`config.mk`:
```
export PLATFORM = sky130hd
export DESIGN_NAME = sorted_insertion_store_top
export DESIGN_NICKNAME = d
export VERILOG_FILES = /design/src/rtl/sis_pkg.sv /design/src/rtl/sis_cell.sv /design/src/rtl/sorted_insertion_store_top.sv
export SDC_FILE = /design/constraint.sdc
export NUM_CORES = 2
export LEC_CHECK = 0
export BUFFER_PORTS_ARGS = -buffer_cell sky130_fd_sc_hd__buf_4
export CORE_MARGIN = 4
export CORE_UTILIZATION = 50
export DETAILED_ROUTE_END_ITERATION = 16
export PLACE_DENSITY = 0.67
export SYNTH_ARGS = -nofsm -noshare
export SYNTH_HDL_FRONTEND = slang
export SYNTH_SLANG_ARGS = --single-unit
```
`constraint.sdc`:
```
create_clock -name clk -period 14.1 [get_ports clk]
set_input_delay 0 -clock clk [delete_from_list [all_inputs] [get_ports clk]]
set_output_delay 0 -clock clk [all_outputs]
set_load 0.02 [all_outputs]
```
`src/rtl/sis_pkg.sv`:
```
// sis_pkg: shared types and constants for the sorted insertion store.
// Used by sis_cell and sorted_insertion_store_top; depends on nothing.
package sis_pkg;

    localparam int CAPACITY = 16;
    localparam int DATA_W   = 32;
    localparam int OCC_W    = 5;
    localparam int CNT_W    = $clog2(CAPACITY + 1);
    localparam int IDX_W    = $clog2(CAPACITY);

    localparam logic KIND_INSERT = 1'b0;
    localparam logic KIND_READ   = 1'b1;

    // Broadcast from the controller to every cell.
    typedef struct packed {
        logic                     ins;
        logic                     rot;
        logic signed [DATA_W-1:0] ins_value;
        logic [CNT_W-1:0]         count;
        logic signed [DATA_W-1:0] head;
    } cell_ctrl_t;

endpackage

```
`src/rtl/sis_cell.sv`:
```
// sis_cell: one compare-and-shift cell of the sorted chain.
// Depends on sis_pkg for widths and the broadcast control struct.
module sis_cell
(
    input  logic                              clk,
    input  sis_pkg::cell_ctrl_t               ctrl,
    input  logic [sis_pkg::IDX_W-1:0]         idx,
    input  logic signed [sis_pkg::DATA_W-1:0] left_value,
    input  logic                              left_le,
    input  logic signed [sis_pkg::DATA_W-1:0] right_value,
    output logic signed [sis_pkg::DATA_W-1:0] value,
    output logic                              le
);

    logic signed [sis_pkg::DATA_W-1:0] value_reg;
    logic signed [sis_pkg::DATA_W-1:0] value_next;
    logic [sis_pkg::CNT_W-1:0]         my_pos;
    logic                              occupied;
    logic                              ring_end;

    assign my_pos   = sis_pkg::CNT_W'(idx);
    assign occupied = my_pos < ctrl.count;
    // entry <= new value: new value lands after it
    assign le       = occupied && (value_reg <= ctrl.ins_value);
    assign ring_end = (my_pos + sis_pkg::CNT_W'(1)) == ctrl.count;
    assign value    = value_reg;

    always_comb
    begin
        value_next = value_reg;
        if (ctrl.ins && !le)
        begin
            // first cell not <= value takes it, later ones shift right
            value_next = left_le ? ctrl.ins_value : left_value;
        end
        else if (ctrl.rot)
        begin
            // read-out rotates the occupied cells by one toward cell 0
            value_next = ring_end ? ctrl.head : right_value;
        end
    end

    always_ff @(posedge clk)
    begin
        value_reg <= value_next;
    end

endmodule

```
`src/rtl/sorted_insertion_store_top.sv`:
```
// sorted_insertion_store_top: chain of sis_cell cells plus request control.
// Depends on sis_pkg and sis_cell.
//
// Usage:
//   Input channel (in_valid/in_stall, kind, value) takes one request at a
//   time. kind = insert places value after all stored values <= it, so
//   equal values keep arrival order; kind = read streams the store out.
//   Output channel (out_valid/out_stall) carries data, last, is_empty,
//   rejected and occupancy, held in an output register.
//   An insert is answered in the cycle after acceptance; the chain of
//   cells compares all entries in parallel and shifts in that same cycle,
//   so inserts run at one per cycle while the output is taken.
//   A read of N stored values yields N results, one per cycle while the output is
//   taken, by rotating the occupied cells toward cell 0 and emitting cell 0 in the
//   read state; after N steps the chain is back in order. Input stalls meanwhile.
//   Empty read: one result with is_empty set. Insert into a full store
//   (CAPACITY values) is dropped and answered with rejected set.
//   Reset clears the count and the control; the cell contents are not
//   cleared, only cells below the count are ever read.
//   A stalled output holds its result and stalls the input in turn.
module sorted_insertion_store_top
(
    input  logic                              clk,
    input  logic                              rst_n,
    input  logic                              in_valid,
    output logic                              in_stall,
    input  logic                              kind,
    input  logic signed [sis_pkg::DATA_W-1:0] value,
    output logic                              out_valid,
    input  logic                              out_stall,
    output logic signed [sis_pkg::DATA_W-1:0] data,
    output logic                              last,
    output logic                              is_empty,
    output logic                              rejected,
    output logic [sis_pkg::OCC_W-1:0]         occupancy
);

    localparam logic ST_IDLE = 1'b0;
    localparam logic ST_READ = 1'b1;

    logic                      state_reg, state_next;
    logic [sis_pkg::CNT_W-1:0] count_reg, count_next;
    logic [sis_pkg::CNT_W-1:0] rd_idx_reg, rd_idx_next;

    logic                              out_valid_reg, out_valid_next;
    logic signed [sis_pkg::DATA_W-1:0] data_reg, data_next;
    logic                              last_reg, last_next;
    logic                              empty_reg, empty_next;
    logic                              rej_reg, rej_next;
    logic [sis_pkg::OCC_W-1:0]         occ_reg, occ_next;

    logic                 out_free;
    logic                 accept;
    logic                 full;
    logic                 do_ins;
    logic                 read_step;
    logic                 read_last;
    sis_pkg::cell_ctrl_t  ctrl;

    logic signed [sis_pkg::DATA_W-1:0] cell_value [sis_pkg::CAPACITY];
    logic                              cell_le    [sis_pkg::CAPACITY];

    assign full      = count_reg == sis_pkg::CNT_W'(sis_pkg::CAPACITY);
    assign out_free  = !out_valid_reg || !out_stall;
    assign in_stall  = (state_reg != ST_IDLE) || !out_free;
    assign accept    = in_valid && !in_stall;
    assign do_ins    = accept && (kind == sis_pkg::KIND_INSERT) && !full;
    assign read_step = (state_reg == ST_READ) && out_free;
    assign read_last = (rd_idx_reg + sis_pkg::CNT_W'(1)) == count_reg;

    assign ctrl.ins       = do_ins;
    assign ctrl.rot       = read_step;
    assign ctrl.ins_value = value;
    assign ctrl.count     = count_reg;
    assign ctrl.head      = cell_value[0];

    // the cell chain
    for (genvar i = 0; i < sis_pkg::CAPACITY; i++)
    begin : g_cell
        logic signed [sis_pkg::DATA_W-1:0] lv;
        logic                              ll;
        logic signed [sis_pkg::DATA_W-1:0] rv;

        if (i == 0)
        begin : g_first
            assign lv = value;
            assign ll = 1'b1;
        end
        else
        begin : g_mid
            assign lv = cell_value[i-1];
            assign ll = cell_le[i-1];
        end

        if (i == sis_pkg::CAPACITY - 1)
        begin : g_end
            assign rv = cell_value[0];
        end
        else
        begin : g_nend
            assign rv = cell_value[i+1];
        end

        sis_cell u_cell
        (
            .clk         (clk),
            .ctrl        (ctrl),
            .idx         (sis_pkg::IDX_W'(i)),
            .left_value  (lv),
            .left_le     (ll),
            .right_value (rv),
            .value       (cell_value[i]),
            .le          (cell_le[i])
        );
    end

    always_comb
    begin
        state_next     = state_reg;
        count_next     = count_reg;
        rd_idx_next    = rd_idx_reg;
        out_valid_next = out_valid_reg;
        data_next      = data_reg;
        last_next      = last_reg;
        empty_next     = empty_reg;
        rej_next       = rej_reg;
        occ_next       = occ_reg;

        if (out_free)
        begin
            out_valid_next = 1'b0;
        end

        if (accept)
        begin
            if (kind == sis_pkg::KIND_INSERT)
            begin
                // insert request: answer right away
                out_valid_next = 1'b1;
                data_next      = '0;
                last_next      = 1'b1;
                empty_next     = 1'b0;
                rej_next       = full;
                if (full)
                begin
                    occ_next = sis_pkg::OCC_W'(count_reg);
                end
                else
                begin
                    count_next = count_reg + sis_pkg::CNT_W'(1);
                    occ_next   = sis_pkg::OCC_W'(count_reg + sis_pkg::CNT_W'(1));
                end
            end
            else if (count_reg == '0)
            begin
                out_valid_next = 1'b1;
                data_next      = '0;
                last_next      = 1'b1;
                empty_next     = 1'b1;
                rej_next       = 1'b0;
                occ_next       = '0;
            end
            else
            begin
                state_next  = ST_READ;
                rd_idx_next = '0;
            end
        end

        if (read_step)
        begin
            out_valid_next = 1'b1;
            data_next      = cell_value[0];
            last_next      = read_last;
            empty_next     = 1'b0;
            rej_next       = 1'b0;
            occ_next       = sis_pkg::OCC_W'(count_reg);
            rd_idx_next    = rd_idx_reg + sis_pkg::CNT_W'(1);
            if (read_last)
            begin
                state_next = ST_IDLE;
            end
        end
    end

    always_ff @(posedge clk or negedge rst_n)
    begin
        if (!rst_n)
        begin
            state_reg     <= ST_IDLE;
            count_reg     <= '0;
            rd_idx_reg    <= '0;
            out_valid_reg <= 1'b0;
        end
        else
        begin
            state_reg     <= state_next;
            count_reg     <= count_next;
            rd_idx_reg    <= rd_idx_next;
            out_valid_reg <= out_valid_next;
        end
    end

    always_ff @(posedge clk)
    begin
        data_reg  <= data_next;
        last_reg  <= last_next;
        empty_reg <= empty_next;
        rej_reg   <= rej_next;
        occ_reg   <= occ_next;
    end

    assign out_valid = out_valid_reg;
    assign data      = data_reg;
    assign last      = last_reg;
    assign is_empty  = empty_reg;
    assign rejected  = rej_reg;
    assign occupancy = occ_reg;

`ifndef ASSERT_OFF
    a_count_bound: assert property (@(posedge clk) disable iff (!rst_n)
        count_reg <= sis_pkg::CNT_W'(sis_pkg::CAPACITY))
        else $error("count exceeds capacity");

    a_read_nonempty: assert property (@(posedge clk) disable iff (!rst_n)
        (state_reg == ST_READ) |-> (count_reg != '0) && (rd_idx_reg < count_reg))
        else $error("read-out running past stored values");

    a_ins_grows: assert property (@(posedge clk) disable iff (!rst_n)
        do_ins |=> count_reg == $past(count_reg) + sis_pkg::CNT_W'(1))
        else $error("insert did not grow the count");

    a_rej_full: assert property (@(posedge clk) disable iff (!rst_n)
        (out_valid && rejected) |-> (count_reg == sis_pkg::CNT_W'(sis_pkg::CAPACITY)))
        else $error("reject reported with room left");
`endif

endmodule
```
==> impl_metrics.toml <==
[status]
status = "finished, final reports clean"

[cts]
ctsHoldBuffers = 38
path_clk_slew_ps = 60
clockBufferDepth = 3
postCtsSetupRepairBufs = 0
clock_latency_ps = 620
cts-root-buf = "clkbuf_16"
cts_num_sinks = 564
cts_tree = "done"
post_cts_resized = 0
cts-htree-levels = 3
cts_buffers = 69

[finish]
drive_above_1_share_pct = 8.81
syn2layout_area_growth_pct = 9.17
largest_reg_flops = 512
postLayoutCellArea_sq_um = 50400
fin_cells = 5605
nNetsFinal = 4918

[timing]
period_needed_ps = 5440
skew_ps = 17.1
slew-limit-headroom_pct = 20.2
final_max_slew_viol_count = 0
rsz0062_at_grt = "false"
holdWs_ps = 308
worst_pin_slew_ps = 1200
fin_crit_sh_pct = 38.6
timing.fmax_mhz = 184
hold_viol = 0
tns_ps = 0
final-setup-viol-count = 0

[placed_design]
place_hpwl_um = 119000
placed_area_sq_um = 47800
post-place-cells = 5442
gp_congestion = 0.990
numPortBuffers = 78

[yosys]
synth_cells = 4421
ys_async_sr_fraction_pct = 2.13
ys.flop_type = "edfxtp_1"
synth.distinct_cells = 80
ys_seq_area_share_pct = 36.5
yosysWarningCount = 0
syn_avg_cell_area_sq_um = 10.4
synth_edf_count = 550
synth_nets = 4974
synth-seq-cells = 564
syn-cell-area_sq_um = 46100

[pwr]
pwr-share-comb_pct = 50.8
leakagePower_nw = 21.0
sw_frac_of_total_pct = 46.1
p_per_area_nw_per_um2 = 240
clockPowerShare_pct = 15.1
ir_drop_mv = 0.135
power_mw = 12.1
power.internal_mw = 6.52
seq_power_share_pct = 34.1
p_switching_mw = 5.57

[die]
start_util_pct = 50.3
placementRows = 111
die_w_um = 312
die_y_um = 312
core_sq_um = 91700
die-area_sq_um = 97200
ios = 79

[worst_setup_path]
crit_required_ps = 14390
critPathMaxFanout = 34
end_kind = "register"
crit_type = "primary input to register"
start_kind = "primary input"
cp.arrival_ps = 5730

[grt]
grt_usage_pct = 32.2
overflow = 0
grt_max_degree = 67
grt_pass1_wl_um = 240000
grt_pass1_vias = 36700
antenna_found_initial = 3

[min_path]
hold_path.class = "primary input to register"

[route]
vias = 38400
dr.pass1.iters = 8
drc = 0
drt_iter0_markers = 4760
vias_per_cell = 6.84
ant_nets = 0
post_drt_wl_per_cell_um = 28.9
finalWirelength_um = 162000

[run]
drv_cap = 0
[cell type report]
| class | count | area (sq um) |
|---|---|---|
| fill | 7924 | 41300 |
| multi-input combinational | 3430 | 27800 |
| timing repair buffer | 204 | 1630 |
| inverter | 96 | 360 |
| clock inverter | 35 | 338 |
| tap | 1186 | 1480 |
| clock buffer | 88 | 1880 |
| sequential | 564 | 16900 |
| antenna | 2 | 5.00 |
[cell usage after synthesis, types with 4 or more instances]
master / instances / area, sq um
a211oi_1: 79 / 593
a21o_1: 87 / 653
a21oi_1: 353 / 1770
a221oi_1: 10 / 87.6
a221oi_2: 30 / 450
a22oi_1: 33 / 248
a311oi_1: 32 / 280
a31oi_1: 43 / 269
and2_1: 10 / 62.6
and3_1: 4 / 25.0
and4_1: 6 / 52.6
buf_1: 43 / 161
buf_2: 58 / 290
buf_4: 14 / 105
buf_6: 4 / 45.0
clkbuf_1: 212 / 796
dfrtp_1: 12 / 300
edfxtp_1: 550 / 16500
ha_1: 516 / 6460
inv_1: 95 / 357
mux2_2: 32 / 360
mux2i_1: 957 / 9580
nand2_1: 216 / 811
nand2b_1: 12 / 75.1
nand3_1: 104 / 521
nand4_1: 112 / 701
nor2_1: 278 / 1040
nor2b_1: 66 / 413
nor3_1: 83 / 415
nor4_1: 20 / 125
o2111ai_1: 34 / 298
o211a_1: 4 / 40.0
o211ai_1: 20 / 150
o21a_1: 19 / 143
o21ai_0: 100 / 500
o21bai_1: 35 / 263
o221ai_1: 33 / 289
o22ai_1: 5 / 31.3
o31ai_1: 14 / 105
or2_2: 5 / 31.3
or3_1: 7 / 43.8
or4_1: 6 / 45.0
xnor2_1: 6 / 52.6
xor2_1: 5 / 43.8
[metal layers]
layer	GRT usage [%]	up-vias	wire (um)
met5	0	-	0
met4	13.6	0	6950
met3	5.35	327	16200
met2	49.3	2234	71000
met1	45.3	18800	68100
li1	-	17000	-
[cell usage in the layout (no fill, tap or decap), types with 8 or more instances in the layout]
master,instances
edfxtp_1,550
a311oi_1,31
a211oi_1,79
nor4_1,19
clkbuf_16,73
o221ai_1,33
a221oi_2,30
nand4_1,112
a221oi_1,10
dfrtp_1,12
a21o_1,85
clkinv_1,17
o31ai_1,14
o2111ai_1,34
a31oi_1,40
ha_1,516
nand3_1,100
o211ai_1,20
clkinv_2,9
clkbuf_1,15
buf_4,166
nor2_1,273
o21a_1,18
nor3_1,81
mux2i_1,957
nor2b_1,66
a21oi_1,350
mux2_2,32
inv_1,95
nand2b_1,8
a22oi_1,33
nand2_1,209
dlygate4sd3_1,38
o21ai_0,97
o21bai_1,35
[through the flow]
step / util (%) / setup slack (ps)
6_report: 55.0 / 8660
5_1_grt: 55.0 / 8350
4_1_cts: 55.0 / 8750
3_5_place_dp: 52.1 / 8680
3_3_place_gp: 52.1 / 8700
2_1_floorplan: - / 9160
[cell families (layout without fill, tap and decap cells)]
logic type	after synthesis	after routing	share of synthesized area (%)
buffers and inverters	427	423	3.81
DFF	564	564	36.5
muxes	989	989	21.5
xor gates and xnor gates	11	11	0.209
adders and majority gates	516	516	14.0
AOI/OAI and AO/OA	973	973	14.2
other	0	2	0
and+or+nand+nor	941	941	9.67
[worst max-delay path, stage by stage]
cell,delay [ps]
dlygate4sd3_1,540
buf_4,210
inv_1,760
ha_1,290
nand4_1,170
nor4_1,760
a311oi_1,220
and4_1,290
o31ai_4,230
buf_4,510
and2_2,230
buf_4,470
nand2b_1,600
buf_4,410
[path summary, 6_finish.rpt]
path	start	cells after the start	endpoint	slack, ps
max	value[26]	14	g_cell[9].u_cell.value[19]$_DFFE_PP_	8660
min	kind	3	occupancy[4]$_DFFE_PP_	310
max reg2reg	g_cell[9].u_cell.value[27]$_DFFE_PP_	11	g_cell[9].u_cell.value[19]$_DFFE_PP_	9070
min reg2reg	rd_idx_reg[4]$_DFFE_PN0P_	2	rd_idx_reg[4]$_DFFE_PN0P_	500
max in group asynchronous	rst_n	3	count_reg[3]$_DFFE_PN0P_	13240
min in group asynchronous	rst_n	3	count_reg[4]$_DFFE_PN0P_	460
[power groups by stage]
stage	Combinational, mW	Clock, mW	Sequential [mW]
after floorplan	4.31	0	3.59
after global placement	5.87	0	4.06
after detailed placement	6.00	0	4.07
after CTS	6.03	1.85	4.05
after global routing	6.65	1.92	4.18
final	6.15	1.82	4.12
Note: power is estimated with default switching activity, not from simulation.
